===== config.mk =====
export PLATFORM = sky130hd
export DESIGN_NAME = quadtree_lod_index_generator_core
export DESIGN_NICKNAME = d
export VERILOG_FILES = /design/src/design/qlig_pkg.sv /design/src/design/qlig_addr.sv /design/src/design/quadtree_lod_index_generator_core.sv
export SDC_FILE = /design/constraint.sdc
export NUM_CORES = 1
export LEC_CHECK = 0
export BUFFER_PORTS_ARGS = -buffer_cell sky130_fd_sc_hd__buf_2
export CAP_MARGIN = 20
export CORE_ASPECT_RATIO = 1.5
export CORE_UTILIZATION = 58
export DETAILED_ROUTE_END_ITERATION = 16
export GPL_TIMING_DRIVEN = 0
export PLACE_DENSITY = 0.89
export SYNTH_ARGS = -nofsm -noshare
export SYNTH_HDL_FRONTEND = slang
export SYNTH_SLANG_ARGS = --single-unit

===== constraint.sdc =====
create_clock -name clock -period 19 [get_ports clock]
set_input_delay 2.85 -clock clock [delete_from_list [all_inputs] [get_ports clock]]
set_output_delay 2.85 -clock clock [all_outputs]
set_load 0.005 [all_outputs]

===== src/design/qlig_pkg.sv =====
`timescale 1ns / 1ps
// Shared types and constants of the quadtree LOD index generator.
// No dependencies; used by qlig_addr and quadtree_lod_index_generator_core.

package qlig_pkg;

   // Default geometry
   localparam int DEFAULT_MAX_LOD    = 6;
   localparam int DEFAULT_TILE_WIDTH = 64;

   // Field widths
   localparam int INDEX_W = 32;
   localparam int QC_BITS = 12;
   localparam int LOD_W   = 4;
   localparam int DIGITS  = QC_BITS / 2;

   // Register file
   localparam int CSR_INDEX_W = 1;
   localparam int CSR_DATA_W  = 32;
   localparam logic [CSR_INDEX_W-1:0] CSR_LEVEL_OF_DETAIL = 1'd0;
   localparam logic [CSR_INDEX_W-1:0] CSR_ROOT_START      = 1'd1;

   // Four corner indices of one quad
   typedef struct packed {
      logic [INDEX_W-1:0] tl;
      logic [INDEX_W-1:0] bl;
      logic [INDEX_W-1:0] br;
      logic [INDEX_W-1:0] tr;
   } quad_corners_type;

   // Quad position handed to the address stage
   typedef struct packed {
      logic [QC_BITS-1:0] quad;
      logic [LOD_W-1:0]   level;
      logic [INDEX_W-1:0] root;
   } quad_pos_type;

endpackage


===== src/design/qlig_addr.sv =====
`timescale 1ns / 1ps
// Corner index decode: quad number, level and root vertex to four corner indices.
// Depends on qlig_pkg.

module qlig_addr #(
   parameter int MAX_LOD    = qlig_pkg::DEFAULT_MAX_LOD,
   parameter int TILE_WIDTH = qlig_pkg::DEFAULT_TILE_WIDTH
) (
   input  qlig_pkg::quad_pos_type     pos,
   output qlig_pkg::quad_corners_type corners
);

   localparam int POS_W = MAX_LOD;
   localparam logic [qlig_pkg::INDEX_W-1:0] STRIDE = qlig_pkg::INDEX_W'(TILE_WIDTH + 1);

   logic [qlig_pkg::DIGITS-1:0]   row_bits;
   logic [qlig_pkg::DIGITS-1:0]   col_bits;
   logic [qlig_pkg::LOD_W-1:0]    span_shift;
   logic [POS_W-1:0]              pos_y;
   logic [POS_W-1:0]              pos_x;
   logic [qlig_pkg::INDEX_W-1:0]  quad_side;
   logic [qlig_pkg::INDEX_W-1:0]  step_down;
   logic [qlig_pkg::INDEX_W-1:0]  step_diag;
   logic [qlig_pkg::INDEX_W-1:0]  local_ofs;
   logic [qlig_pkg::INDEX_W-1:0]  tl;

   // Split each base-4 digit into a row and a column step:
   // top-left 0, bottom-left 1, bottom-right 2, top-right 3
   always_comb begin
      for (int j = 0; j < qlig_pkg::DIGITS; j++) begin
         row_bits[j] = pos.quad[2*j] ^ pos.quad[2*j+1];
         col_bits[j] = pos.quad[2*j+1];
      end
   end

   // Scale digit positions by the quad size of the level
   assign span_shift = qlig_pkg::LOD_W'(MAX_LOD) - pos.level;
   assign pos_y = POS_W'({{POS_W{1'b0}}, row_bits} << span_shift);
   assign pos_x = POS_W'({{POS_W{1'b0}}, col_bits} << span_shift);

   // Corner steps of one quad, independent of its position
   assign quad_side = qlig_pkg::INDEX_W'(1) << span_shift;
   assign step_down = STRIDE << span_shift;
   assign step_diag = step_down + quad_side;

   // Row-major vertex offset of the top-left corner
   assign local_ofs = STRIDE * qlig_pkg::INDEX_W'(pos_y) + qlig_pkg::INDEX_W'(pos_x);
   assign tl        = pos.root + local_ofs;

   assign corners.tl = tl;
   assign corners.bl = tl + step_down;
   assign corners.br = tl + step_diag;
   assign corners.tr = tl + quad_side;

endmodule


===== src/design/quadtree_lod_index_generator_core.sv =====
`timescale 1ns / 1ps
// Quadtree terrain LOD index generator, top level.
// Depends on qlig_pkg and qlig_addr.

// One transfer on the request channel yields one quad on the response channel:
// six vertex indices for the triangles TL,BL,BR and TL,BR,TR, the quad number in
// depth-first order (children top-left, bottom-left, bottom-right, top-right) and
// a flag on the level's final quad, after which the walk wraps to quad 0. A request
// with restart set begins again at quad 0. The block takes one request per clock
// cycle when the response side does not stall: the quad counter stage registers
// the quad number, then the corner decode stage (one constant multiply and six
// adds) fills the result register. Write level_of_detail and root_start only
// while no request is in flight; levels above MAX_LOD act as MAX_LOD.

module quadtree_lod_index_generator_core #(
   parameter int MAX_LOD    = qlig_pkg::DEFAULT_MAX_LOD,
   parameter int TILE_WIDTH = qlig_pkg::DEFAULT_TILE_WIDTH
) (
   input  logic                                clock,
   input  logic                                reset,
   // Register write port
   input  logic                                csr_write_enable,
   input  logic [qlig_pkg::CSR_INDEX_W-1:0]    csr_index,
   input  logic [qlig_pkg::CSR_DATA_W-1:0]     csr_write_data,
   // Request channel
   input  logic                                req_valid,
   output logic                                req_stall,
   input  logic                                req_restart,
   // Response channel
   output logic                                rsp_valid,
   input  logic                                rsp_stall,
   output logic [qlig_pkg::INDEX_W-1:0]        rsp_index_tl_a,
   output logic [qlig_pkg::INDEX_W-1:0]        rsp_index_bl,
   output logic [qlig_pkg::INDEX_W-1:0]        rsp_index_br_a,
   output logic [qlig_pkg::INDEX_W-1:0]        rsp_index_tl_b,
   output logic [qlig_pkg::INDEX_W-1:0]        rsp_index_br_b,
   output logic [qlig_pkg::INDEX_W-1:0]        rsp_index_tr,
   output logic [qlig_pkg::QC_BITS-1:0]        rsp_quad_number,
   output logic                                rsp_last_of_level
);

   localparam int FULL_LEVEL = qlig_pkg::QC_BITS / 2;

   // Configuration
   logic [qlig_pkg::LOD_W-1:0]   lod_ff;
   logic [qlig_pkg::INDEX_W-1:0] root_ff;
   logic [qlig_pkg::LOD_W-1:0]   eff_level;
   logic [qlig_pkg::QC_BITS-1:0] last_quad;

   // Counter stage
   logic [qlig_pkg::QC_BITS-1:0] count_ff;
   logic [qlig_pkg::QC_BITS-1:0] count_in;
   logic [qlig_pkg::QC_BITS-1:0] quad_sel;
   logic                         quad_is_last;
   logic                         req_xfer;
   logic                         s1_valid_ff;
   logic                         s1_valid_in;
   logic [qlig_pkg::QC_BITS-1:0] s1_quad_ff;
   logic                         s1_last_ff;
   logic                         s1_move;

   // Result stage
   qlig_pkg::quad_pos_type       s1_pos;
   qlig_pkg::quad_corners_type   corners;
   qlig_pkg::quad_corners_type   out_corners_ff;
   logic [qlig_pkg::QC_BITS-1:0] out_quad_ff;
   logic                         out_last_ff;
   logic                         out_valid_ff;
   logic                         out_valid_in;
   logic                         rsp_xfer;

   // Register writes
   always_ff @(posedge clock) begin
      if (reset) begin
         lod_ff  <= '0;
         root_ff <= '0;
      end else if (csr_write_enable) begin
         unique case (csr_index)
            qlig_pkg::CSR_LEVEL_OF_DETAIL: lod_ff  <= csr_write_data[qlig_pkg::LOD_W-1:0];
            qlig_pkg::CSR_ROOT_START:      root_ff <= csr_write_data[qlig_pkg::INDEX_W-1:0];
            default: ;
         endcase
      end
   end

   // Clamp the level and find its final quad
   always_comb begin
      if (lod_ff > qlig_pkg::LOD_W'(MAX_LOD)) begin
         eff_level = qlig_pkg::LOD_W'(MAX_LOD);
      end else begin
         eff_level = lod_ff;
      end
      if (eff_level >= qlig_pkg::LOD_W'(FULL_LEVEL)) begin
         last_quad = '1;
      end else begin
         last_quad = (qlig_pkg::QC_BITS'(1) << {eff_level, 1'b0}) - qlig_pkg::QC_BITS'(1);
      end
   end

   // Handshakes
   assign rsp_xfer  = out_valid_ff && !rsp_stall;
   assign s1_move   = s1_valid_ff && (!out_valid_ff || !rsp_stall);
   assign req_stall = s1_valid_ff && !s1_move;
   assign req_xfer  = req_valid && !req_stall;

   // Pick the quad for this request and advance the walk
   always_comb begin
      if (req_restart || count_ff > last_quad) begin
         quad_sel = '0;
      end else begin
         quad_sel = count_ff;
      end
      quad_is_last = (quad_sel == last_quad);
      if (quad_is_last) begin
         count_in = '0;
      end else begin
         count_in = quad_sel + qlig_pkg::QC_BITS'(1);
      end
      s1_valid_in  = req_xfer || (s1_valid_ff && !s1_move);
      out_valid_in = s1_move || (out_valid_ff && !rsp_xfer);
   end

   always_ff @(posedge clock) begin
      if (reset) begin
         count_ff     <= '0;
         s1_valid_ff  <= 1'b0;
         out_valid_ff <= 1'b0;
      end else begin
         if (req_xfer) begin
            count_ff <= count_in;
         end
         s1_valid_ff  <= s1_valid_in;
         out_valid_ff <= out_valid_in;
      end
   end

   // Hold the selected quad for the decode stage
   always_ff @(posedge clock) begin
      if (req_xfer) begin
         s1_quad_ff <= quad_sel;
         s1_last_ff <= quad_is_last;
      end
   end

   // Decode corner indices
   assign s1_pos.quad  = s1_quad_ff;
   assign s1_pos.level = eff_level;
   assign s1_pos.root  = root_ff;

   qlig_addr #(
      .MAX_LOD    (MAX_LOD),
      .TILE_WIDTH (TILE_WIDTH)
   ) u_addr (
      .pos     (s1_pos),
      .corners (corners)
   );

   // Result register
   always_ff @(posedge clock) begin
      if (s1_move) begin
         out_corners_ff <= corners;
         out_quad_ff    <= s1_quad_ff;
         out_last_ff    <= s1_last_ff;
      end
   end

   assign rsp_valid         = out_valid_ff;
   assign rsp_index_tl_a    = out_corners_ff.tl;
   assign rsp_index_bl      = out_corners_ff.bl;
   assign rsp_index_br_a    = out_corners_ff.br;
   assign rsp_index_tl_b    = out_corners_ff.tl;
   assign rsp_index_br_b    = out_corners_ff.br;
   assign rsp_index_tr      = out_corners_ff.tr;
   assign rsp_quad_number   = out_quad_ff;
   assign rsp_last_of_level = out_last_ff;

   // A restart always begins the walk at quad 0
   assert property (@(posedge clock) disable iff (reset)
      req_xfer && req_restart |=> s1_quad_ff == '0)
      else $error("restart did not select quad 0");

   // The walk wraps after the final quad
   assert property (@(posedge clock) disable iff (reset)
      req_xfer && quad_is_last |=> count_ff == '0)
      else $error("counter did not wrap after final quad");

   // A quad flagged last is the level's final quad
   assert property (@(posedge clock) disable iff (reset)
      s1_valid_ff && s1_last_ff |-> s1_quad_ff == last_quad)
      else $error("last flag on a quad that is not final");

   // Requests stall only behind a held counter stage
   assert property (@(posedge clock) disable iff (reset)
      req_stall |-> s1_valid_ff && out_valid_ff && rsp_stall)
      else $error("request stalled with room downstream");

endmodule

# Word-level counts from Yosys, hierarchy flattened
# Cells that the tools add are included.
# Widths: inputs -> output; s select.
[totals]
reg_bits = 204
in_bits = 39
out_inout_bits = 207
[op_classes]
add_sub_neg = 9
multipliers = 1
order_cmp = 3
n_eq_ne = 1
shifts = 5
n_mux = 4
bitwise = 7
n_reduce_logical = 16
[op_table]
columns = ["op", "count"]
rows = [
  ["$add 32x32->32", 5],
  ["$mux 12", 3],
  ["$shl 1x4->32 const A", 1],
  ["$shl 7x4->32 const A", 1],
  ["$add 13x6->14", 1],
  ["$mul 7x6->13 const A", 1],
  ["$add 12x1->12 const B", 1],
  ["$eq 12x12->1", 1],
  ["$gt 12x12->1", 1],
  ["$shl 1x5->12 const A", 1],
  ["$shl 6x4->6", 2],
  ["$sub 12x2->12 const B", 1],
  ["$xor 1x1->1", 6],
  ["$logic_and 1x1->1", 5],
  ["$logic_not 1->1", 5],
  ["$ge 4x3->1 const B", 1],
  ["$gt 4x3->1 const B", 1],
  ["$logic_or 1x1->1", 4],
  ["$mux 4", 1],
  ["$reduce_and 2->1", 2],
  ["$sub 3x4->4 const A", 1],
  ["$not 1->1", 1],
]

# Depth between registers and ports, before layout
# Gate-level depths: netlist (run 1).
[logic_depth]
depth_word = 10
ltp_mapped = 39
depth_no_buf = 35

# By module
# A second synthesis (run 1) with hierarchy kept.
[unflattened]
hier_cells = 1396
hier_area_um2 = 13769.5
[by_module_without_submodules]
columns = ["module", "instances", "cells_each", "area_per_inst_um2", "seq_area_each_um2"]
rows = [
  ["quadtree_lod_index_generator_core", 1, 610, 8002.7, 5625.4],
  ["qlig_addr", 1, 786, 5766.8, 0.0],
]

# Least setup slack after synthesis (run 1)
# Ideal clock, no wire load.
[synth_timing]
kind = "input -> register"
start = "input port rsp_stall"
end = "register out_corners_ff, in the netlist rsp_index_bl[0], enable pin"
setup_ns = 0.833
arrival_time_ns = 12.493
slack_ns = 5.675
stages = 1
path_cell_list = "a21boi_0"
[synth_between]
elab_chain_cells = 3
[synth_lines]
columns = ["element", "line", "text"]
rows = [
  ["start: declaration", "quadtree_lod_index_generator_core.sv:31", "input logic rsp_stall,"],
  ["$logic_not 1->1", "quadtree_lod_index_generator_core.sv:102", "assign s1_move = s1_valid_ff && (!out_valid_ff || !rsp_stall);"],
  ["$logic_or 1x1->1", "quadtree_lod_index_generator_core.sv:102", ""],
  ["$logic_and 1x1->1", "quadtree_lod_index_generator_core.sv:102", ""],
  ["end signal: assignment", "quadtree_lod_index_generator_core.sv:161", "out_corners_ff <= corners;"],
  ["end: declaration", "quadtree_lod_index_generator_core.sv:65", "qlig_pkg::quad_corners_type out_corners_ff;"],
]
# Every way passes these cells.
# A chain may end at the register's enable or synchronous reset.

==> metrics.md, run 1 <==
| Metric | Value |
|---|---|
| Clk buf depth | `2` |
| DIE AREA | `0.0237 sq mm` |
| Die width | `126 microns` |
| Wire per inst | `17.3 microns` |
| Buffers on Ports | `245` |
| Highest net fanout along the worst path | `12` |
| Worst R2R Setup Slack | `around 8.7 ns` |
| Antenna diodes | `0` |
| CTS tree | `done` |
| Via-to-Cell Ratio | `5.73` |
| Number of setup buffers added after CTS | `0` |
| PD cells | `between 70 and 80 mW/mm^2` |
| Area leader, netlist | `edfxtp_1` |
| DRT iter0 DRCs | `674` |
| Pre-antenna DRT Iters | `7` |
| Routed vias | `11.1k` |
| WP data arrival | `10.50 ns` |
| Nets@finish | `approximately 1.8k` |
| Final Critical Period | `~10 ns` |
| Switching share of power | `31.8%` |
| Rows | `67` |
| I/O Pins | `about 250` |
| Cts hold-fix bufs | `0` |
| Residual DRC | `0` |
| Yosys warnings | `0` |
| Synth async-reset ratio | `0%` |
| Crit end category | `flop` |
| CP Launch Type | `flop` |
| Initial Util | `59.6%` |
| CP required | `19.19 ns` |
| Worst path max stage delay | `0.80 ns` |
| Post-synth EDFFs | `~150` |
| Seq cells post-synth | `around 200` |
| Antenna Nets Post-Route | `0` |
| Area of the core | `0.0225 sq mm` |
| Post-synthesis instance total | `1,356` |
| Fin crit share | `54.2%` |
| Leakage | `7.14 nW` |
| Clk pwr share | `between 30% and 40%` |
| Synth cell types | `92` |
| Largest net degree at the start of global routing | `30` |
| Setup TNS Final | `0 ns` |
| VDD IR max | `0.0000566 V` |
| First-pass GRT wire length | `around 53,000 microns` |
| GRT Util Overall | `28.7%` |
| Fmax | `between 90 and 100 MHz` |
| HPWL after DPL | `26,200 microns` |
| Avg Cell Area, Syn | `approximately 9.9 sq um` |
| H-tree Lvls | `4` |
| Placer congestion estimate | `roughly 0.90` |
| Most used DFF post-synth | `edfxtp_1` |
| Worst-Skew Late Latency | `0.46 ns` |
| Status | `finished clean` |
| TritonCTS Sinks | `197` |
| Vias in the first global route | `10.9k` |
| Fraction of layout cells with a size suffix above 1 | `24.3%` |
| Critical path's slowest cell | `a2111oi_1` |
| Final hold viol count | `0` |
| Top post-synthesis cells by area | `edfxtp_1 33%, ha_1 9.2%, dfxtp_1 7.5%` |
| Cell Int Power | `around 0.8 mW` |
| Grt ovf | `0` |
| Net switching power | `0.385 mW` |
| Post-CTS sizing | `0` |
| Slew @ Worst Pin | `0.926 ns` |
| Synth cell count leaders | `147 x edfxtp_1, 147 x nand2_1, 104 x a21oi_1` |
| Comb pwr share | `26.8%` |
| Area growth syn-to-layout | `18.1%` |
| Slew HR | `37.8%` |
| Fill count | `1,667` |
| Initial antenna violation count | `0` |
| CTS Root Cell | `clkbuf_16` |
| Netlist Area Pre-Place | `0.0134 sq mm` |
| Hold/Removal Path Class | `reg2reg` |
| Clock transition at path regs | `0.08 ns` |
| Finished Layout Cells | `approximately 1.9k` |
| # setup viols final | `0` |
| Share of the synthesized area in the top cell type | `between 30% and 40%` |
| DIE HEIGHT | `188 microns` |
| Clock Skew | `about 0.014 ns` |
| Sequential share of the synthesized area | `40.4%` |
| DRT Wirelength | `33,700 microns` |
| Setup CP Type | `reg2reg` |
| Part of the power in registers | `42.8%` |
| Total CTS buffers | `17` |
| Cells after DPL | `~1.9k` |
| RSZ-0062 raised after global routing | `no` |
| Max-cap violation count | `0` |
| Slew Limit Fails | `0` |
[sequential cells by signal (all words and copies together), names as in the netlist]
signal             cells
rsp_index_bl          32
rsp_last_of_level      1
lod_ff                 4
rsp_index_tl_a        32
root_ff               32
rsp_index_br_a        31
s1_last_ff             1
count_ff              12
s1_valid_ff            1
rsp_index_tr          26
rsp_quad_number       12
rsp_valid              1
s1_quad_ff            12
[final cells by class]
type                            count  area [sq um]  area share [%]
Inverter                           67           251            1.59
Timing Repair Buffer              250          1350            8.53
Sequential cell                   197          5420            34.2
Tap cell                          276           345            2.18
Buffer                            115           711            4.49
Clock buffer                       18           450            2.85
Multi-Input combinational cell   1006          7140            45.1
Clock inverter                     14           155           0.981
[through the flow]
step | util [%] | instance area, sq um | setup WS, ns | power, mW | hold slack, ns
6_report | 70.4 | 15800 | 8.70 | 1.21 | 0.426
3_3_place_gp | 67.1 | 15100 | 2.49 | 0.834 | 0.401
3_5_place_dp | 67.7 | 15200 | 8.89 | 0.843 | 0.407
5_1_grt | 70.4 | 15800 | 8.07 | 1.26 | 0.438
2_1_floorplan | - | 13500 | 5.67 | 0.747 | 0.400
4_1_cts | 70.4 | 15800 | 8.84 | 1.21 | 0.427
[cells in the final DEF (no fill, tap or decap), types with 6 or more instances in the layout]
| cell | count |
|---|---|
| or3_1 | 6 |
| a21oi_1 | 104 |
| o211ai_1 | 10 |
| edfxtp_1 | 147 |
| or2_2 | 6 |
| a31oi_1 | 9 |
| clkbuf_1 | 35 |
| ha_1 | 99 |
| and2_1 | 24 |
| nor2_1 | 85 |
| conb_1 | 31 |
| nand4_1 | 14 |
| o21ai_0 | 37 |
| clkbuf_16 | 18 |
| a31o_2 | 6 |
| buf_2 | 248 |
| o21ai_1 | 6 |
| nand3b_1 | 6 |
| inv_1 | 65 |
| a211o_1 | 7 |
| nand2b_1 | 8 |
| o21a_1 | 12 |
| a21o_1 | 37 |
| nand3_1 | 26 |
| o21bai_1 | 12 |
| xnor2_1 | 94 |
| nor3_1 | 26 |
| xor2_1 | 32 |
| and3_1 | 9 |
| fa_1 | 18 |
| nor2b_1 | 15 |
| dfxtp_1 | 50 |
| a211oi_1 | 9 |
| buf_4 | 71 |
| mux2i_1 | 13 |
| nand2_1 | 147 |
[cell families (layout without fill, tap and decap cells)]
| family | after synthesis | count (layout) | share of synthesized area (%) |
|---|---|---|---|
| AND/OR/NAND/NOR | 414 | 414 | 15.6 |
| AO/OA/AOI/OAI | 299 | 299 | 15.0 |
| flip-flops | 197 | 197 | 40.4 |
| buffers and inverters | 182 | 464 | 7.18 |
| XOR/XNOR | 130 | 130 | 8.73 |
| adder cells (fa/ha/maj) | 117 | 117 | 11.9 |
| multiplexers | 15 | 15 | 1.14 |
| other | 2 | 31 | 0.0561 |
[final timing paths]
path,depth (start not counted),startpoint,to
setup / recovery,34,lod_ff[2],rsp_index_br_a[29]
hold / removal,0,s1_last_ff,rsp_last_of_level
setup reg to reg,34,lod_ff[2],rsp_index_br_a[29]
hold reg to reg,0,s1_last_ff,rsp_last_of_level
[layer usage]
metal	up-vias	global-route usage [%]	wire length, microns
met5	-	0	0
met2	430	54.5	18400
met4	0	14.7	1440
li1	5328	-	-
met1	5278	30.2	12200
met3	101	4.17	1630
[critical path, delay by kind of cell, from the launching register on]
| family | cells | cell delay (ns) |
|---|---|---|
| AND/OR/NAND/NOR | 5 | 0.79 |
| XOR/XNOR | 4 | 0.83 |
| adder cells (fa/ha/maj) | 6 | 2.29 |
| AO/OA/AOI/OAI | 14 | 3.79 |
| buffers and inverters | 5 | 2.01 |
| flip-flops | 1 | 0.34 |
[power by group through the flow]
stage	registers, mW	logic (mW)	clock network [mW]
after floorplan	0.532	0.215	0
after global placement	0.534	0.300	0
after detailed placement	0.527	0.316	0
after CTS	0.518	0.320	0.373
after global routing	0.520	0.354	0.387
final	0.518	0.324	0.367
Note: power is estimated with default switching activity, not from simulation.
==> inputs of run 2 (changes only) <==
- CORE_UTILIZATION: 58 -> 52
- PLACE_DENSITY: 0.89 -> 0.84
- clock period: 19 -> 9 ns (I/O delays scaled with it)
==> run 2 against run 1 <==
Worst hold slack better by 0.0068 ns. Critical endpoint is now rsp_index_br_a[31]. Final cell count rose by 2.7%. Fmax increased by 22%. Design area is 0.62% higher. Critical path depth is 1 higher. Register-to-register slack got worse by 8.1 ns. Largest power group unchanged.
==> metrics.md, run 2 (synthesis gave the netlist of run 1 again) <==
| Metric | Value |
|---|---|
| I/O Pins | `approximately 250` |
| Leakage | `7.17 nW` |
| Clock Skew | `0.0109 ns` |
| Final hold viol count | `0` |
| DIE AREA | `approximately 0.026 sq mm` |
| Slew HR | `40.1%` |
| PD cells | `159 mW/mm^2` |
| CP Launch Point | `lod_ff[2]` |
| # setup viols final | `0` |
| CP top delay family | `compound AO/OA/AOI/OAI gates` |
| GRT met2 Usage | `46.3%` |
| Clk pwr share | `29.9%` |
| Fin crit share | `93.8%` |
| Vias in the first global route | `slightly above 10k` |
| Hold/Removal Path Class | `reg2reg` |
| Initial antenna violation count | `0` |
| Commonest non-fill, non-tap cells in the layout | `248 x buf_2, 147 x nand2_1, 147 x edfxtp_1, 104 x a21oi_1, 99 x ha_1` |
| Cts hold-fix bufs | `0` |
| Antenna diodes | `0` |
| Slew @ Worst Pin | `0.893 ns` |
| Placed cell areas | `0.0152 sq mm` |
| TritonCTS Sinks | `197` |
| CTS tree | `done` |
| Status | `finished clean` |
| Comb pwr share | `a little over a quarter` |
| Placer congestion estimate | `0.896` |
| Residual DRC | `0` |
| Most common cell after layout, fill and taps aside | `buf_2` |
| Rows | `71` |
| GRT Util Overall | `24.7%` |
| H-tree Lvls | `4` |
| Met1 Usage GRT | `26.3%` |
| HPWL after DPL | `25,700 microns` |
| DRT iter0 DRCs | `561` |
| Part of the power in registers | `between 40% and 50%` |
| Pre-antenna DRT Iters | `5` |
| Critical path's slowest cell | `o41ai_1` |
| CP required | `9.19 ns` |
| CP Buf/Inv Count | `3` |
| Busiest metal layer after global routing | `met2` |
| Design Area, Final | `~0.016 sq mm` |
| First-pass GRT wire length | `~50,000 microns` |
| Setup CP Type | `reg2reg` |
| Cells after DPL | `around 2k` |
| DIE HEIGHT | `199 microns` |
| Antenna Nets Post-Route | `0` |
| Nets@finish | `1,810` |
| Largest net degree at the start of global routing | `33` |
| Area of the core | `roughly 0.025 sq mm` |
| Cell Int Power | `approximately 1.7 mW` |
| Finished Layout Cells | `1,995` |
| Fill count | `between 2k and 2.5k` |
| Die width | `133 microns` |
| CP most frequent cell | `ha_1` |
| Clk buf depth | `2` |
| DRT Wirelength | `32,500 microns` |
| Buffers on Ports | `245` |
| RSZ-0062 raised after global routing | `no` |
| Wire per inst | `between 15 and 20 microns` |
| Max-cap violation count | `0` |
| Highest net fanout along the worst path | `21` |
| VDD IR max | `0.000142 V` |
| Grt ovf | `0` |
| Fraction of layout cells with a size suffix above 1 | `25.2%` |
| Worst path max stage delay | `0.66 ns` |
| Routed vias | `10.9k` |
| Critical R2R Launch | `lod_ff[2]` |
| Pre-CTS WS | `-1.14 ns` |
| Total CTS buffers | `17` |
| Hold_sp | `s1_last_ff` |
| CTS Root Cell | `clkbuf_16` |
| Switching share of power | `31.2%` |
| Area growth syn-to-layout | `18.8%` |
| Slew Limit Fails | `0` |
| Worst-Skew Late Latency | `0.45 ns` |
| Clock transition at path regs | `0.08 ns` |
| CP Launch Type | `flop` |
| Final Critical Period | `8.44 ns` |
| Final WS setup | `0.561 ns` |
| WP data arrival | `8.63 ns` |
| Met3 Use GR | `3.47%` |
| Initial Util | `53.1%` |
| Fmax | `118 MHz` |
| Via-to-Cell Ratio | `5.46` |
| Crit end category | `flop` |
| Net switching power | `0.789 mW` |
-- run 2: changes by cell type in the layout (fill, tap and decap cells not counted), sizes merged --
cell      before  now
buf          329  331
clkinv         8    5
clkinvlp       0    1
clkbuf        54   53
inv           73   74
-- run 2: through the flow --
step	hold WS (ns)	setup TNS, ns	util (%)	power [mW]
after detailed placement	0.416	-9.78	60.4	1.77
after CTS	0.436	0	62.9	2.53
after floorplan	0.400	0	-	1.57
after global placement	0.402	-187.35	60.0	1.76
final	0.432	0	63.1	2.53
after global routing	0.444	0	63.1	2.64
-- run 2: metal layers --
layer | wire length [microns] | vias to the layer above
met5 | 0 | -
met4 | 1590 | 0
met3 | 1250 | 102
met2 | 17400 | 330
met1 | 12300 | 5133
li1 | - | 5332
-- run 2: repair_timing --
item,4_1_cts,5_1_grt
pin swaps,1,1
gates resized for setup,10,13
endpoints found under the setup margin,24,14
buffers inserted,2,1
-- run 2: final timing paths --
check,endpoint,slack (ns),cells past startpoint
max,rsp_index_br_a[31],0.56,35
min,rsp_last_of_level,0.43,0
max reg2reg,rsp_index_br_a[31],0.56,35
min reg2reg,rsp_last_of_level,0.43,0
-- run 2: power groups by stage --
stage,combinational [mW],clock (mW),sequential [mW]
final,0.678,0.757,1.09
after global routing,0.744,0.795,1.10
after CTS,0.668,0.768,1.09
after detailed placement,0.656,0,1.11
after global placement,0.634,0,1.12
after floorplan,0.454,0,1.12
-- run 2: layout make-up --
type	instances	area (sq um)	share of cell area (%)
plain buffers	113	716	4.50
well taps	328	410	2.58
inverters	67	251	1.58
multi-input cells	1006	7210	45.3
flip-flops and latches	197	5420	34.0
clock inverters	13	130	0.818
repair buffers	252	1330	8.35
clock buffers	19	454	2.85
==> inputs of run 3 (changes only) <==
- MAX_ROUTING_LAYER: default -> met4
- REMOVE_ABC_BUFFERS: default -> 1
- TNS_END_PERCENT: default -> 10
==> run 3 against run 2 <==
Non-clock buffer count shrank 103. Combinational power is 4.7% lower. Register-to-register slack gained 0.05 ns.
==> metrics.md, run 3 (synthesis gave the netlist of run 1 again) <==
| Metric | Value |
|---|---|
| RSZ-0062 raised after global routing | `no` |
| Final hold viol count | `0` |
| CTS Root Cell | `clkbuf_16` |
| Placer congestion estimate | `~0.9` |
| Leakage | `6.77 nW` |
| Residual DRC | `0` |
| GRT Util Overall | `around a quarter` |
| Setup CP Type | `reg2reg` |
| Initial Util | `between 50% and 60%` |
| Setup TNS Final | `0 ns` |
| CP top delay family | `compound AO/OA/AOI/OAI gates` |
| Commonest non-fill, non-tap cells in the layout | `245 x buf_2, 147 x nand2_1, 147 x edfxtp_1, 104 x a21oi_1, 98 x ha_1` |
| Fraction of layout cells with a size suffix above 1 | `22.6%` |
| CP most frequent cell | `ha_1` |
| Worst-Skew Late Latency | `0.46 ns` |
| Rows | `71` |
| WP data arrival | `about 8.6 ns` |
| Area of the core | `approximately 0.025 sq mm` |
| Die width | `between 100 and 150 microns` |
| DRT Wirelength | `31,700 microns` |
| PD cells | `around 160 mW/mm^2` |
| Antenna Nets Post-Route | `0` |
| Via-to-Cell Ratio | `5.57` |
| Wire per inst | `16.7 microns` |
| Crit end category | `flop` |
| Initial antenna violation count | `0` |
| Final WS setup | `0.608 ns` |
| Hold/Removal Path Class | `reg2reg` |
| Fin crit share | `a little over 90%` |
| Clk buf depth | `2` |
| Most common cell after layout, fill and taps aside | `buf_2` |
| Grt ovf | `0` |
| I/O Pins | `246` |
| Area growth syn-to-layout | `14.3%` |
| Vias in the first global route | `9,844` |
| CP Buf/Inv Count | `2` |
| Highest net fanout along the worst path | `22` |
| Final Critical Period | `8.39 ns` |
| Antenna diodes | `0` |
| Fill count | `2,059` |
| Total CTS buffers | `17` |
| R2R depth | `31` |
| Hold Path Depth | `0` |
| Status | `finished clean` |
| Crit path depth | `31` |
| Slew @ Worst Pin | `1.08 ns` |
| Slew Limit Fails | `0` |
| Clock transition at path regs | `~0.08 ns` |
| H-tree Lvls | `4` |
| Buffers on Ports | `245` |
| Pre-antenna DRT Iters | `5` |
| DIE AREA | `around 0.026 sq mm` |
| Nets@finish | `1,708` |
| HPWL after DPL | `24,100 microns` |
| DRT iter0 DRCs | `658` |
| Largest net degree at the start of global routing | `60` |
| CP required | `9.20 ns` |
| Max-cap violation count | `0` |
| Slew HR | `27.9%` |
| CTS tree | `done` |
| TritonCTS Sinks | `197` |
| Clock Skew | `0.0146 ns` |
| # setup viols final | `0` |
| VDD IR max | `0.000148 V` |
| CP Launch Type | `flop` |
| Critical path's slowest cell | `and3b_4` |
| Worst path max stage delay | `0.53 ns` |
| First-pass GRT wire length | `around 49,000 microns` |
| DIE HEIGHT | `199 microns` |
| Fmax | `between 100 and 150 MHz` |
| Pre-CTS WS | `-0.677 ns` |
| Routed vias | `10.5k` |
run 3: changes by cell type in the layout (fill, tap and decap cells not counted), moves of 2 or more:
cell / delta
buf_16: +2
clkinv_4: -3
clkbuf_1: -28
clkbuf_2: -2
clkbuf_4: -3
clkinvlp_4: +5
inv_8: -3
buf_1: -4
buf_4: -63
buf_2: -3
clkinv_2: +2
run 3: worst paths after layout:
| path | startpoint | endpoint | slack, ns |
|---|---|---|---|
| setup / recovery | lod_ff[3] | rsp_index_br_a[31] | 0.61 |
| hold / removal | s1_last_ff | rsp_last_of_level | 0.43 |
| setup reg to reg | lod_ff[3] | rsp_index_br_a[31] | 0.61 |
| hold reg to reg | s1_last_ff | rsp_last_of_level | 0.43 |
run 3: worst register-to-register path: cells and delay by family, from the launching register on:
kind / cells / cell delay (ns)
fa+ha+maj: 6 / 2.08
simple gates: 9 / 2.20
flops: 1 / 0.37
buf+inv: 2 / 0.42
compound gates: 10 / 2.34
xor+xnor: 4 / 0.72
run 3: area by class of cell:
class | count | area [sq um] | share of cell area (%)
sequential | 197 | 5420 | 35.4
timing repair buffer | 262 | 1440 | 9.43
inverter | 67 | 255 | 1.67
multi-input combinational | 1007 | 7230 | 47.2
clock buffer | 19 | 433 | 2.83
clock inverter | 13 | 124 | 0.809
tap | 328 | 410 | 2.68
run 3: through the flow:
step	std cells	hold slack [ns]	power (mW)	instance area [sq um]	utilization, %
global route	1893	0.442	2.59	15300	60.7
floorplan	1270	0.400	1.54	12800	-
finish	1893	0.430	2.48	15300	60.7
global placement	1843	0.412	1.73	14400	57.2
CTS	1883	0.438	2.47	15200	60.1
detailed placement	1849	0.431	1.73	14600	57.7
run 3: repair_timing:
action	4_1_cts	5_1_grt
gates cloned	0	1
gates resized for setup	6	9
hold buffers	0	0
endpoints found under the setup margin	11	15
setup buffers	2	8
pin swaps	1	1
run 3: per-layer routing:
metal / share of wire, % / GRT usage, %
met5: 0 / -
met3: 4.4 / 3.11
met4: 4.0 / 12.8
met1: 38 / 25.7
met2: 54 / 45.1
run 3: power breakdown:
part           switching, mW  internal, mW
logic                  0.379         0.267
registers             0.0313          1.06
clock network          0.355         0.385
total                  0.765          1.71
